[src/design/cdq_pkg.sv]
// Shared types and constants for the circular deque core.
package cdq_pkg;

  // Request codes carried on in_tuser
  typedef enum logic [2:0] {
    REQ_PUSH_FRONT = 3'd0,
    REQ_PUSH_BACK  = 3'd1,
    REQ_POP_FRONT  = 3'd2,
    REQ_POP_BACK   = 3'd3,
    REQ_PEEK_FRONT = 3'd4
  } cdq_req_t;

  // Result status codes carried on out_tuser
  typedef enum logic [1:0] {
    ST_OK        = 2'd0,
    ST_OVERFLOW  = 2'd1,
    ST_UNDERFLOW = 2'd2
  } cdq_status_t;

  localparam int unsigned REQ_W  = 3;
  localparam int unsigned WORD_W = 32;
  localparam int unsigned OCC_W  = 4;
  localparam int unsigned STAT_W = 2;
  localparam int unsigned IN_TDATA_W  = 32;
  localparam int unsigned OUT_TDATA_W = 40;

endpackage

[src/design/cdq_ram.sv]
// Generic single-port-write, single-port-read RAM with registered read data.
module cdq_ram #(
  parameter int unsigned WIDTH = 32,
  parameter int unsigned DEPTH = 8
) (
  input  logic                     clk,
  input  logic                     we,
  input  logic [$clog2(DEPTH)-1:0] waddr,
  input  logic [WIDTH-1:0]         wdata,
  input  logic                     re,
  input  logic [$clog2(DEPTH)-1:0] raddr,
  output logic [WIDTH-1:0]         rdata
);

  logic [WIDTH-1:0] mem [DEPTH];

  // Write port
  always_ff @(posedge clk) begin
    if (we) begin
      mem[waddr] <= wdata;
    end
  end

  // Registered read, held while no read is issued
  always_ff @(posedge clk) begin
    if (re) begin
      rdata <= mem[raddr];
    end
  end

endmodule

[src/design/circular_deque_core.sv]
// Circular deque core: ring storage in a RAM with head, tail and empty tracking.
// out_tvalid rises once the request has passed the response step (ST_RESP) and the output register.
// No request is taken in ST_RESP, which holds the registered ring RAM read until the output is free.
// A new request is taken while the previous result still waits on the output.
// Reset (rst_n low, synchronous) empties the queue and clears head, tail and count;
// the ring RAM is not cleared, entries are only read after they are written.
module circular_deque_core #(
  parameter int unsigned DEPTH      = 8,
  parameter int unsigned DATA_WIDTH = 32
) (
  input  logic                                clk,
  input  logic                                rst_n,
  // Request channel
  input  logic                                in_tvalid,
  output logic                                in_tready,
  input  logic [cdq_pkg::IN_TDATA_W-1:0]      in_tdata,   // [31:0] push_value
  input  logic [cdq_pkg::REQ_W-1:0]           in_tuser,   // [2:0] req_type
  // Result channel
  output logic                                out_tvalid,
  input  logic                                out_tready,
  output logic [cdq_pkg::OUT_TDATA_W-1:0]     out_tdata,  // [31:0] read_value, [35:32] occupancy
  output logic [cdq_pkg::STAT_W-1:0]          out_tuser   // [1:0] status
);

  localparam int unsigned AW    = $clog2(DEPTH);
  localparam int unsigned CNT_W = $clog2(DEPTH + 1);

  typedef enum logic {
    ST_IDLE,
    ST_RESP
  } state_t;

  state_t               state_r, state_nxt;
  logic [AW-1:0]        head_r, head_nxt;
  logic [AW-1:0]        tail_r, tail_nxt;
  logic                 empty_r, empty_nxt;
  logic [CNT_W-1:0]     count_r, count_nxt;
  logic                 use_rd_r, use_rd_nxt;
  cdq_pkg::cdq_status_t pend_status_r, pend_status_nxt;
  logic                 out_valid_r, out_valid_nxt;
  logic [cdq_pkg::WORD_W-1:0] out_read_r, out_read_nxt;
  cdq_pkg::cdq_status_t out_status_r, out_status_nxt;
  logic [cdq_pkg::OCC_W-1:0]  out_occ_r, out_occ_nxt;

  logic                  in_accept;
  logic                  full;
  logic                  ram_we;
  logic                  ram_re;
  logic [AW-1:0]         ram_waddr;
  logic [AW-1:0]         ram_raddr;
  logic [DATA_WIDTH-1:0] ram_wdata;
  logic [DATA_WIDTH-1:0] ram_rdata;
  logic [AW-1:0]         head_dn;
  logic [AW-1:0]         head_up;
  logic [AW-1:0]         tail_dn;
  logic [AW-1:0]         tail_up;
  logic                  load_out;

  assign in_tready = (state_r == ST_IDLE);
  assign in_accept = in_tvalid && in_tready;
  assign full      = (count_r == CNT_W'(DEPTH));
  assign ram_wdata = DATA_WIDTH'($unsigned(in_tdata[cdq_pkg::WORD_W-1:0]));

  // Wrap the ring indices
  assign head_up = (head_r == AW'(DEPTH - 1)) ? '0 : head_r + AW'(1);
  assign head_dn = (head_r == '0) ? AW'(DEPTH - 1) : head_r - AW'(1);
  assign tail_up = (tail_r == AW'(DEPTH - 1)) ? '0 : tail_r + AW'(1);
  assign tail_dn = (tail_r == '0) ? AW'(DEPTH - 1) : tail_r - AW'(1);

  // Decode the request, update indices and issue the RAM access
  always_comb begin
    head_nxt        = head_r;
    tail_nxt        = tail_r;
    empty_nxt       = empty_r;
    count_nxt       = count_r;
    use_rd_nxt      = use_rd_r;
    pend_status_nxt = pend_status_r;
    ram_we          = 1'b0;
    ram_re          = 1'b0;
    ram_waddr       = '0;
    ram_raddr       = head_r;
    if (in_accept) begin
      use_rd_nxt      = 1'b0;
      pend_status_nxt = cdq_pkg::ST_OK;
      case (cdq_pkg::cdq_req_t'(in_tuser))
        cdq_pkg::REQ_PUSH_FRONT, cdq_pkg::REQ_PUSH_BACK: begin
          if (full) begin
            pend_status_nxt = cdq_pkg::ST_OVERFLOW;
          end else begin
            ram_we    = 1'b1;
            count_nxt = count_r + CNT_W'(1);
            if (empty_r) begin
              head_nxt  = '0;
              tail_nxt  = '0;
              empty_nxt = 1'b0;
              ram_waddr = '0;
            end else if (cdq_pkg::cdq_req_t'(in_tuser) == cdq_pkg::REQ_PUSH_FRONT) begin
              head_nxt  = head_dn;
              ram_waddr = head_dn;
            end else begin
              tail_nxt  = tail_up;
              ram_waddr = tail_up;
            end
          end
        end
        cdq_pkg::REQ_POP_FRONT, cdq_pkg::REQ_POP_BACK: begin
          if (empty_r) begin
            pend_status_nxt = cdq_pkg::ST_UNDERFLOW;
          end else begin
            ram_re     = 1'b1;
            use_rd_nxt = 1'b1;
            count_nxt  = count_r - CNT_W'(1);
            ram_raddr  = (cdq_pkg::cdq_req_t'(in_tuser) == cdq_pkg::REQ_POP_FRONT) ?
                         head_r : tail_r;
            if (head_r == tail_r) begin
              head_nxt  = '0;
              tail_nxt  = '0;
              empty_nxt = 1'b1;
            end else if (cdq_pkg::cdq_req_t'(in_tuser) == cdq_pkg::REQ_POP_FRONT) begin
              head_nxt = head_up;
            end else begin
              tail_nxt = tail_dn;
            end
          end
        end
        cdq_pkg::REQ_PEEK_FRONT: begin
          if (empty_r) begin
            pend_status_nxt = cdq_pkg::ST_UNDERFLOW;
          end else begin
            ram_re     = 1'b1;
            use_rd_nxt = 1'b1;
            ram_raddr  = head_r;
          end
        end
        default: begin
          pend_status_nxt = cdq_pkg::ST_OK;
        end
      endcase
    end
  end

  // Move the finished result into the output register when it is free
  assign load_out = (state_r == ST_RESP) && (!out_valid_r || out_tready);

  always_comb begin
    state_nxt      = state_r;
    out_valid_nxt  = out_valid_r;
    out_read_nxt   = out_read_r;
    out_status_nxt = out_status_r;
    out_occ_nxt    = out_occ_r;
    case (state_r)
      ST_IDLE: begin
        if (in_accept) begin
          state_nxt = ST_RESP;
        end
        if (out_tready) begin
          out_valid_nxt = 1'b0;
        end
      end
      ST_RESP: begin
        if (load_out) begin
          state_nxt      = ST_IDLE;
          out_valid_nxt  = 1'b1;
          out_read_nxt   = use_rd_r ? cdq_pkg::WORD_W'(ram_rdata) : '0;
          out_status_nxt = pend_status_r;
          out_occ_nxt    = cdq_pkg::OCC_W'(count_r);
        end
      end
      default: begin
        state_nxt = ST_IDLE;
      end
    endcase
  end

  // Hold state and registered outputs
  always_ff @(posedge clk) begin
    if (!rst_n) begin
      state_r     <= ST_IDLE;
      head_r      <= '0;
      tail_r      <= '0;
      empty_r     <= 1'b1;
      count_r     <= '0;
      out_valid_r <= 1'b0;
    end else begin
      state_r     <= state_nxt;
      head_r      <= head_nxt;
      tail_r      <= tail_nxt;
      empty_r     <= empty_nxt;
      count_r     <= count_nxt;
      out_valid_r <= out_valid_nxt;
    end
    use_rd_r      <= use_rd_nxt;
    pend_status_r <= pend_status_nxt;
    out_read_r    <= out_read_nxt;
    out_status_r  <= out_status_nxt;
    out_occ_r     <= out_occ_nxt;
  end

  cdq_ram #(
    .WIDTH (DATA_WIDTH),
    .DEPTH (DEPTH)
  ) u_ring (
    .clk   (clk),
    .we    (ram_we),
    .waddr (ram_waddr),
    .wdata (ram_wdata),
    .re    (ram_re),
    .raddr (ram_raddr),
    .rdata (ram_rdata)
  );

  assign out_tvalid = out_valid_r;
  assign out_tdata  = {{(cdq_pkg::OUT_TDATA_W - cdq_pkg::WORD_W - cdq_pkg::OCC_W){1'b0}},
                       out_occ_r, out_read_r};
  assign out_tuser  = out_status_r;

  // Occupancy never exceeds the ring size
  a_count_range: assert property (@(posedge clk) disable iff (!rst_n)
    count_r <= CNT_W'(DEPTH))
    else $error("deque count above depth");

  // Empty mark agrees with the entry count
  a_empty_count: assert property (@(posedge clk) disable iff (!rst_n)
    empty_r == (count_r == '0))
    else $error("empty mark and count disagree");

  // An accepted request always moves on to the response step
  a_accept_resp: assert property (@(posedge clk) disable iff (!rst_n)
    in_accept |=> (state_r == ST_RESP))
    else $error("accepted request did not reach response step");

  // An empty queue keeps both indices at the first slot
  a_empty_index: assert property (@(posedge clk) disable iff (!rst_n)
    empty_r |-> (head_r == '0) && (tail_r == '0))
    else $error("indices not parked while empty");

endmodule
[config.mk]
export PLATFORM = sky130hd
export DESIGN_NAME = circular_deque_core
export DESIGN_NICKNAME = d
export VERILOG_FILES = /design/src/design/cdq_pkg.sv /design/src/design/cdq_ram.sv /design/src/design/circular_deque_core.sv
export SDC_FILE = /design/constraint.sdc
export NUM_CORES = 1
export LEC_CHECK = 0
export ABC_CLOCK_PERIOD_IN_PS = 12200
export BUFFER_PORTS_ARGS = -buffer_cell sky130_fd_sc_hd__buf_2
export CAP_MARGIN = 20
export CORE_MARGIN = 2
export CORE_UTILIZATION = 50
export CTS_CLUSTER_SIZE = 8
export DETAILED_ROUTE_END_ITERATION = 8
export HOLD_SLACK_MARGIN = 0.12
export PLACE_DENSITY = 0.79
export SLEW_MARGIN = 40
export SYNTH_ARGS = -nofsm -noshare
export SYNTH_HDL_FRONTEND = slang
export SYNTH_SLANG_ARGS = --single-unit
[constraint.sdc]
create_clock -name clk -period 12.2 [get_ports clk]
set_clock_uncertainty 0.05 [all_clocks]
set_input_delay 0.61 -clock clk [delete_from_list [all_inputs] [get_ports clk]]
set_output_delay 0.61 -clock clk [all_outputs]
set_load 0.005 [all_outputs]
==> results of run 1 <==
==> registers in the layout, summed over array words and instances (netlist names), 2 cells and up <==
name	count
count_r	4
head_r	3
out_occ_r	4
out_read_r	32
out_tuser	2
pend_status_r	2
tail_r	3
u_ring.mem	256
u_ring.rdata	32
==> layout make-up <==
class | instances | area, um2 | area share
sequential | 342 | 10100 | 0.637
multi-input combinational | 482 | 3420 | 0.215
clock buffer | 54 | 1220 | 0.0769
timing repair buffer | 99 | 614 | 0.0386
tap | 341 | 427 | 0.0268
clock inverter | 4 | 51.3 | 0.00322
inverter | 9 | 33.8 | 0.00212
antenna | 2 | 5.00 | 0.000314
==> cells in the mapped netlist, drive strengths merged, types with 2 or more instances <==
library cell  count  area share
or3               2     0.00090
mux2i             3      0.0031
a211oi            5      0.0027
o22ai            33       0.015
and2             35       0.016
buf              37       0.018
edfxtp          329        0.71
xor2              5      0.0032
mux2             32       0.026
o21ai            71       0.026
ha               10      0.0090
nand3             3      0.0011
o221ai           33       0.021
dfxtp            13       0.019
nand2b            2     0.00090
a211o            32       0.020
nand2            10      0.0029
o211ai           32       0.018
clkbuf           23      0.0062
nor3             11      0.0040
a21oi            78       0.029
inv               9      0.0024
nor2             25      0.0068
nor2b             5      0.0023
a21o             32       0.017
a221oi            2      0.0013
or2               2     0.00090
==> stage by stage <==
| stage | power [W] | cells | hold slack (ns) | worst slack [ns] | util |
|---|---|---|---|---|---|
| after floorplan | 0.00144 | 893 | 0.350 | 7.94 | - |
| after global placement | 0.00148 | 1267 | 0.351 | 8.62 | 0.537 |
| after detailed placement | 0.00149 | 1273 | 0.356 | 8.76 | 0.541 |
| after CTS | 0.00263 | 1331 | 0.213 | 8.98 | 0.588 |
| after global routing | 0.00269 | 1331 | 0.231 | 8.77 | 0.589 |
| final | 0.00262 | 1333 | 0.226 | 8.97 | 0.589 |
==> how the worst min path moves through the flow <==
stage | start | to | slack, ns
after floorplan | pend_status_r[0] | out_tuser[0] | 0.35
after global placement | pend_status_r[1] | out_tuser[1] | 0.35
after detailed placement | pend_status_r[1] | out_tuser[1] | 0.36
after CTS | rst_n | empty_r | 0.21
after global routing | rst_n | empty_r | 0.23
final | rst_n | empty_r | 0.23
==> critical path, stage by stage, from the launching register on <==
cell     delay (ns)
dfxtp_1        0.49
inv_1          0.14
ha_1           0.34
nor2_1         0.07
a21oi_2        0.26
a21oi_1        0.10
or4_1          0.57
nor2_4         0.44
buf_4          0.42
==> cells by family after synthesis <==
logic type      after synthesis  share of synthesized area
buf+inv                      69                     0.0271
fa+ha+maj                    11                     0.0105
xor+xnor                      6                    0.00380
compound gates              325                      0.156
flops                       342                      0.733
other cells                   1                   0.000271
mux                          35                     0.0291
simple gates                101                     0.0403
==> power by group through the flow <==
stage,clock (W),sequential (W),combinational [W]
4_1_cts,0.00116,0.00132,0.000144
3_3_place_gp,0,0.00134,0.000136
5_1_grt,0.00121,0.00132,0.000160
6_report,0.00115,0.00132,0.000145
3_5_place_dp,0,0.00134,0.000142
2_1_floorplan,0,0.00134,0.0000953
==> metal layers <==
layer,share of wire,vias to the layer above,GRT usage
met5,0.00041,-,0
li1,-,3732,-
met1,0.40,4120,0.284
met4,0.034,2,0.105
met3,0.088,95,0.0474
met2,0.48,436,0.361
==> results.toml, run 1 <==
[outcome]
status = "completed"

[clock_tree]
cts-resized-gates = 0
clockRootBuffer = "clkbuf_16"
clk_latency_ns = 0.55
clkTransAtPathRegs_ns = 0.05
h-tree-depth = 2
hold_buffers = 0
cts_tree = "yes"
cts_made_buffers = 48
clock_path_buffers = 3
clkSinkCount = 342
post-cts-setup-buffer-count = 0

[finish]
fin_area_um2 = 15900
final_common_cell = "edfxtp_1"
final_layout_size_suffix_gt1_frac = 0.208
fillers = 1971
mostFrequentLayoutCells = "edfxtp_1, buf_2, a21oi_1, o21ai_0, clkbuf_16"
syn2layout_area_growth_pct = 15.2
layout.nets = 1032

[timing]
drv_slew = 0
worstMarginPinSlew_ns = 0.765
slew_headroom = 0.490
hold_viol_final = 0
setup_viol = 0
finalSetupTns_ns = 0
min_period_ns = 3.23
rsz0062_at_grt = "no"
post-route-period-util = 0.265
fmax_ghz = 0.309

[power]
vdd_drop_max_v = 0.000126
seqPwrFrac = 0.506
p_int_w = 0.00206
power_frac_comb = 0.055
swShare = 0.212
power.switching_w = 0.000554
pwr-share-clk = 0.439
cellPowerDensity_nw_per_um2 = 164
leakagePower_nw = 5.22

[global_routing]
grt_pass1_vias = 8709
grtUsageTotal = 0.221
grt_max_degree = 65
grt_overflow = 0
antenna_found_initial = 3
grt_pass1_wl_um = 48400

[routing]
vias = 8385
postRouteAntennaNets = 0
wire_per_inst_um = 23.7
drtIter0Drc = 967
viasPerCell = 6.29
wl_um = 31600
drcViolationCount = 0
drt-pass1-iter-count = 6

[synthesis]
syn-cell-area_um2 = 13800
netlist_instances = 890
synth_edf_count = 329
seq_area_frac_synth = 0.733
synth_flop_cell = "edfxtp_1"
synth-seq-cells = 342
avgSynthCellArea_um2 = 15.5
yosysWarningCount = 0
synth_async_sr_flop_share = 0
synthDistinctLibCells = 51

[die]
initial_core_util = 0.512
core_um2 = 27000
die_x_um = 170
die_area_um2 = 29000
placement_rows = 60
pin_count = 83
die_h_um = 170

[placed_design]
port_buffers = 78
place_area_um2 = 14600
hpwlAfterDp_um = 16600
globalplace.congestion = 0.771

[critical_path]
rr_worst_depth = 8
critical_path.max_fanout = 20
crit_end = "u_ring.mem[0][22]"
cp.arrival_ns = 3.39
cp-start-kind = "register"
critPathLaunch = "head_r[0]"
reg2reg_slack_ns = 8.97
r2r_end = "u_ring.mem[0][22]"
required_ns = 12.36
r2r-start = "head_r[0]"
path_class = "reg -> reg"
endpoint_kind = "register"

[worst_hold_path]
hold_depth = 2
hold_path.class = "in -> reg"

[flow_run]
cap_viol_max_count = 0
(Power assumes the default switching activity.)
==> run 2, diff against run 1 <==
--- a/config.mk
+++ b/config.mk
@@ -5,7 +5,8 @@
 export SDC_FILE = /design/constraint.sdc
 export NUM_CORES = 1
 export LEC_CHECK = 0
-export ABC_CLOCK_PERIOD_IN_PS = 12200
+export ABC_AREA = 1
+export ABC_CLOCK_PERIOD_IN_PS = 2650
 export BUFFER_PORTS_ARGS = -buffer_cell sky130_fd_sc_hd__buf_2
 export CAP_MARGIN = 20
 export CORE_MARGIN = 2
@@ -13,7 +14,7 @@
 export CTS_CLUSTER_SIZE = 8
 export DETAILED_ROUTE_END_ITERATION = 8
 export HOLD_SLACK_MARGIN = 0.12
-export PLACE_DENSITY = 0.79
+export PLACE_DENSITY = 0.81
 export SLEW_MARGIN = 40
 export SYNTH_ARGS = -nofsm -noshare
 export SYNTH_HDL_FRONTEND = slang
==> constraint.sdc (replaced) <==
create_clock -name clk -period 2.65 [get_ports clk]
set_clock_uncertainty 0.05 [all_clocks]
set_input_delay 0.1325 -clock clk [delete_from_list [all_inputs] [get_ports clk]]
set_output_delay 0.1325 -clock clk [all_outputs]
set_load 0.005 [all_outputs]
==> run 2 against run 1 <==
  * Synthesized area rose by 9.0%
  * Clock-buffer cell count up 1
  * Flip-flop and latch count did not move
  * Core utilization grew 1.1 points
  * Register-to-register slack got worse by 8.8 ns
  * Critical path depth is 1 higher
  * Sequential share of layout area decreased by 6.7 points
  * Sequential power rose to 4.6 times the previous value
  * Setup slack lost 8.8 ns
  * Highest routed layer is now met4
  * Global-route usage fell by 0.072 points
  * Critical path type unchanged
==> results.toml, run 2 <==
[finish]
fillers = 2264
multiInputGateArea_um2 = 3470
seqCellArea_um2 = 10100
mostFrequentLayoutCells = "nand2_1, edfxtp_1, inv_1, nand3_1, buf_2"
final_layout_size_suffix_gt1_frac = 0.118
final_common_cell = "nand2_1"
largest_reg_flops = 256
regMostFlops = "u_ring.mem"
layout.nets = 1639
top_regs = "u_ring.mem (256), out_read_r (32), u_ring.rdata (32)"
syn2layout_area_growth_pct = 18.0

[timing]
finalSetupTns_ns = 0
rsz0062_at_grt = "no"
post-route-period-util = 0.925
drv_slew = 0
fmax_ghz = 0.408
slew_headroom = 0.537
hold_ws_ns = 0.140
hold_viol_final = 0
worstMarginPinSlew_ns = 0.694
min_period_ns = 2.45
setup_viol = 0

[synthesis]
synth-seq-cells = 342
synth_top_area_cell = "edfxtp_1"
netlist_instances = 1454
syn-cell-area_um2 = 15100
yosysWarningCount = 0
synthTopCellsByCount = "nand2_1, edfxtp_1, inv_1, nand3_1, nor2_1"
synth_top_area_frac = 0.656
synth_async_sr_flop_share = 0
synth_most_common_cell = "nand2_1"
avgSynthCellArea_um2 = 10.4
synth_edf_count = 329
synth_flop_cell = "edfxtp_1"
seq_area_frac_synth = 0.673
synthDistinctLibCells = 32
synth.top_cells.by_area = "edfxtp_1, nand3_1, nand2_1"

[critical_path]
cp_top_family = "buffers and inverters"
reg2reg_slack_ns = 0.20
cpPeakStageDelay_ns = 0.44
endpoint_kind = "register"
cp-start-kind = "register"
cp.buffers_inverters = 3
critical_path.max_fanout = 19
path_cells = "inv_1 -> ha_1 -> nand2_1 -> o21ai_0 -> nand3b_1 -> inv_1 -> nand2_1 -> nor2_4 -> buf_4"
path_class = "reg -> reg"
cp.arrival_ns = 2.61
cp_slowest_cell = "dfxtp_1"
required_ns = 2.81

[power]
vdd_drop_max_v = 0.000479
leakagePower_nw = 7.96
power_frac_comb = 0.068
pwr-share-clk = 0.437
power.total_w = 0.0122
p_int_w = 0.00958
cellPowerDensity_nw_per_um2 = 689
seqPwrFrac = 0.495
swShare = 0.218
power.switching_w = 0.00266

[placed_design]
hpwlAfterDp_um = 19400
globalplace.congestion = 0.872
port_buffers = 78

[global_routing]
grt_pass1_vias = 10700
grt_pass1_wl_um = 54100
grt_overflow = 0
antenna_found_initial = 1
grt_max_degree = 97
grtUsageTotal = 0.221

[routing]
wire_per_inst_um = 17.2
wl_um = 34300
postRouteAntennaNets = 0
drcViolationCount = 0
drt-pass1-iter-count = 5
vias = 10600
drtIter0Drc = 1053
viasPerCell = 5.35

[clock_tree]
h-tree-depth = 2
cts_made_buffers = 48
clockRootBuffer = "clkbuf_16"
clkTransAtPathRegs_ns = 0.05
cts_tree = "yes"
clkSinkCount = 342
clock_path_buffers = 3
clk_latency_ns = 0.54

[die]
placement_rows = 63
die_x_um = 178
die_h_um = 178
die_area_um2 = 31500
initial_core_util = 0.508
core_um2 = 29600
pin_count = 83

[flow_run]
cap_viol_max_count = 0

[outcome]
status = "completed"

[worst_hold_path]
hold_path.class = "in -> reg"
## run 2: worst register-to-register path, delay by kind of cell, from the launching register on
family / cells / cell delay, ns
AND/OR/NAND/NOR: 4 / 0.60
flip-flops: 1 / 0.44
adder cells (fa/ha/maj): 1 / 0.33
buffers and inverters: 3 / 0.61
AO/OA/AOI/OAI: 1 / 0.09
## run 2: through the flow
| step | instance area, um2 | utilization | worst slack (ns) | cells |
|---|---|---|---|---|
| finish | 17800 | 0.600 | 0.200 | 1988 |
| global route | 17800 | 0.600 | 0.0300 | 1988 |
| CTS | 17800 | 0.600 | 0.0947 | 1987 |
| detailed placement | 16100 | 0.542 | 0.214 | 1889 |
| global placement | 16100 | 0.542 | 0.268 | 1889 |
| floorplan | 15100 | - | -0.422 | 1457 |
## run 2: power groups by stage
| stage | sequential, W | clock (W) | combinational, W |
|---|---|---|---|
| CTS | 0.00606 | 0.00540 | 0.000831 |
| finish | 0.00606 | 0.00535 | 0.000837 |
| global placement | 0.00616 | 0 | 0.000741 |
| detailed placement | 0.00616 | 0 | 0.000774 |
| global route | 0.00606 | 0.00565 | 0.000926 |
| floorplan | 0.00617 | 0 | 0.000469 |
## run 2: per-layer routing
| layer | wire, um | global-route usage | vias up |
|---|---|---|---|
| li1 | - | - | 4943 |
| met1 | 13100 | 0.273 | 5018 |
| met2 | 17200 | 0.384 | 575 |
| met3 | 2940 | 0.0360 | 91 |
| met4 | 1040 | 0.0915 | 0 |
| met5 | 0 | 0 | - |
## run 2: layout make-up
| class | instances | share of cell area |
|---|---|---|
| flip-flops and latches | 342 | 0.570 |
| multi-input cells | 730 | 0.195 |
| clock buffers | 55 | 0.0702 |
| repair buffers | 152 | 0.0673 |
| inverters | 315 | 0.0665 |
| well taps | 390 | 0.0274 |
| clock inverters | 3 | 0.00281 |
| diodes | 1 | 0.000141 |
## run 2: worst paths after layout
| check | depth (start not counted) | from | end |
|---|---|---|---|
| max | 9 | head_r[0] | u_ring.mem[6][2] |
| min reg2reg | 0 | count_r[3] | out_occ_r[3] |
| min | 6 | in_tuser[2] | head_r[2] |
| max reg2reg | 9 | head_r[0] | u_ring.mem[6][2] |
## run 2: what timing repair did
item | 4_1_cts | 5_1_grt
endpoints found under the hold margin | 273 | 0
endpoints found under the setup margin | 0 | 94
resized for setup | 0 | 2
setup buffers | 0 | 0
hold buffers | 40 | 0
## run 2: cell families (layout without fill, tap and decap cells)
kind of cell,after synthesis,after routing,synth area share
AOI/OAI and AO/OA,26,26,0.0109
xor gates and xnor gates,6,6,0.00349
adders and majority gates,11,11,0.00963
buffers and inverters,385,525,0.104
DFF,342,342,0.673
other,1,5,0.000249
and+or+nand+nor,683,683,0.198
==> run 3, diff against run 2 <==
==> constraint.sdc (replaced) <==
create_clock -name clk -period 2.65 [get_ports clk]
set_clock_uncertainty 0.05 [all_clocks]
set_input_delay 0.265 -clock clk [delete_from_list [all_inputs] [get_ports clk]]
set_output_delay 0.265 -clock clk [all_outputs]
set_load 0.005 [all_outputs]
==> run 3 against run 2 <==
  * Maximum frequency decreased by 0.35%
  * Setup slack worse by 0.0087 ns
  * Clock power up 1%
  * Critical path depth is 2 higher
  * Largest cell class unchanged
  * Largest power group unchanged
==> results.toml, run 3 (synthesis results as in run 2) <==
[finish]
fillers = 2280
layout.nets = 1637
mostFrequentLayoutCells = "nand2_1, edfxtp_1, inv_1, nand3_1, buf_2"
largest_reg_flops = 256
top_regs = "u_ring.mem (256), out_read_r (32), u_ring.rdata (32)"
regMostFlops = "u_ring.mem"
final_core_util = 0.602
final_common_cell = "nand2_1"
final_layout_size_suffix_gt1_frac = 0.118
syn2layout_area_growth_pct = 18.4

[timing]
hold_ws_ns = 0.237
slew_headroom = 0.446
setup_viol = 0
worst_slack_ns = 0.191
min_period_ns = 2.46
drv_slew = 0
post-route-period-util = 0.928
fmax_ghz = 0.407
finalSetupTns_ns = 0
worstMarginPinSlew_ns = 0.830
rsz0062_at_grt = "no"
hold_viol_final = 0

[die]
die_h_um = 178
initial_core_util = 0.508
die_area_um2 = 31500
die_x_um = 178
core_um2 = 29600
pin_count = 83
placement_rows = 63

[critical_path]
endpoint_kind = "register"
cp_slowest_cell = "nand2_1"
rr_worst_depth = 11
path_class = "reg -> reg"
crit_path_frequent_cell = "nand2_1"
cpPeakStageDelay_ns = 0.36
cp.arrival_ns = 2.68
critical_path.max_fanout = 14
required_ns = 2.87
path_cells = "inv_2 -> nand2_1 -> nor2_1 -> nand3_2 -> nand2_1 -> buf_4 -> nand2_1 -> nand3_1 -> nand2_1 -> nand2_1 -> nand2_1"
cp-start-kind = "register"

[worst_hold_path]
hold_depth = 6
hold_path.class = "in -> reg"

[placed_design]
port_buffers = 78
globalplace.congestion = 0.907
place_ws_ns = 0.183
hpwlAfterDp_um = 19500

[power]
cellPowerDensity_nw_per_um2 = 690
power_frac_comb = 0.067
power.switching_w = 0.00266
p_int_w = 0.00964
pwr-share-clk = 0.440
leakagePower_nw = 7.99
vdd_drop_max_v = 0.000461
swShare = 0.217
seqPwrFrac = 0.493

[global_routing]
grt_max_degree = 97
grt_pass1_vias = 10500
antenna_found_initial = 1
grtUsageTotal = 0.223
grt_overflow = 0
grt_pass1_wl_um = 54500

[routing]
drcViolationCount = 0
drtIter0Drc = 1248
postRouteAntennaNets = 0
vias = 10600
wire_per_inst_um = 17.4
drt-pass1-iter-count = 5
wl_um = 34800
viasPerCell = 5.29

[clock_tree]
clock_path_buffers = 3
clkTransAtPathRegs_ns = 0.05
post-cts-setup-buffer-count = 0
clkSinkCount = 342
clk_latency_ns = 0.54
clockRootBuffer = "clkbuf_16"
cts_tree = "yes"
h-tree-depth = 2
cts_made_buffers = 48

[flow_run]
cap_viol_max_count = 0

[outcome]
status = "completed"
[run 3: changes by cell type in the layout (fill, tap and decap cells not counted), sizes merged]
cell / previous run / this run
clkbuf: 55 / 68
dlygate4sd3: 40 / 35
buf: 112 / 115
clkinv: 3 / 0
inv: 315 / 316
[run 3: through the flow]
step                cell area [um2]  total power (W)  cells
floorplan                     15100          0.00663   1457
global placement              16200          0.00690   1892
detailed placement            16200          0.00693   1892
CTS                           17800           0.0124   1996
global route                  17800           0.0127   1996
finish                        17800           0.0123   1997
[run 3: power by group through the flow]
stage          registers (W)  clock network [W]  logic, W
4_1_cts              0.00606            0.00548  0.000818
3_5_place_dp         0.00616                  0  0.000766
2_1_floorplan        0.00617                  0  0.000469
5_1_grt              0.00606            0.00570  0.000913
3_3_place_gp         0.00616                  0  0.000745
6_report             0.00606            0.00542  0.000825
[run 3: layout make-up]
class                           count  area, um2  area share
Timing Repair Buffer              150       1240      0.0697
Inverter                          315       1180      0.0663
Clock buffer                       68       1300      0.0727
Clock inverter                      1       20.0     0.00112
Multi-Input combinational cell    730       3470       0.194
Tap cell                          390        488      0.0273
Antenna cell                        1       2.50    0.000140
Sequential cell                   342      10100       0.568
[run 3: critical path, delay by kind of cell (launching register included)]
kind,cells,cell delay (ns)
simple gates,9,1.38
buf+inv,2,0.44
flops,1,0.33
[run 3: final timing paths]
path               startpoint          endpoint  slack, ns
max reg2reg           state_r  u_ring.rdata[11]       0.19
min reg2reg  pend_status_r[1]      out_tuser[1]       0.38
min               in_tuser[2]           empty_r       0.24
max                   state_r  u_ring.rdata[11]       0.19
[run 3: layer usage]
metal / vias to the layer above / wire (um) / GRT usage
li1: 4958 / - / -
met1: 4949 / 13500 / 0.282
met2: 568 / 17100 / 0.381
met3: 82 / 3150 / 0.0371
met4: 0 / 1090 / 0.0929
met5: - / 0 / 0
[run 3: timing repair]
| action | 4_1_cts | 5_1_grt |
|---|---|---|
| gates resized for setup | 0 | 1 |
| endpoints found under the hold margin | 269 | 0 |
| endpoints found under the setup margin | 0 | 19 |
| hold buffers | 35 | 0 |
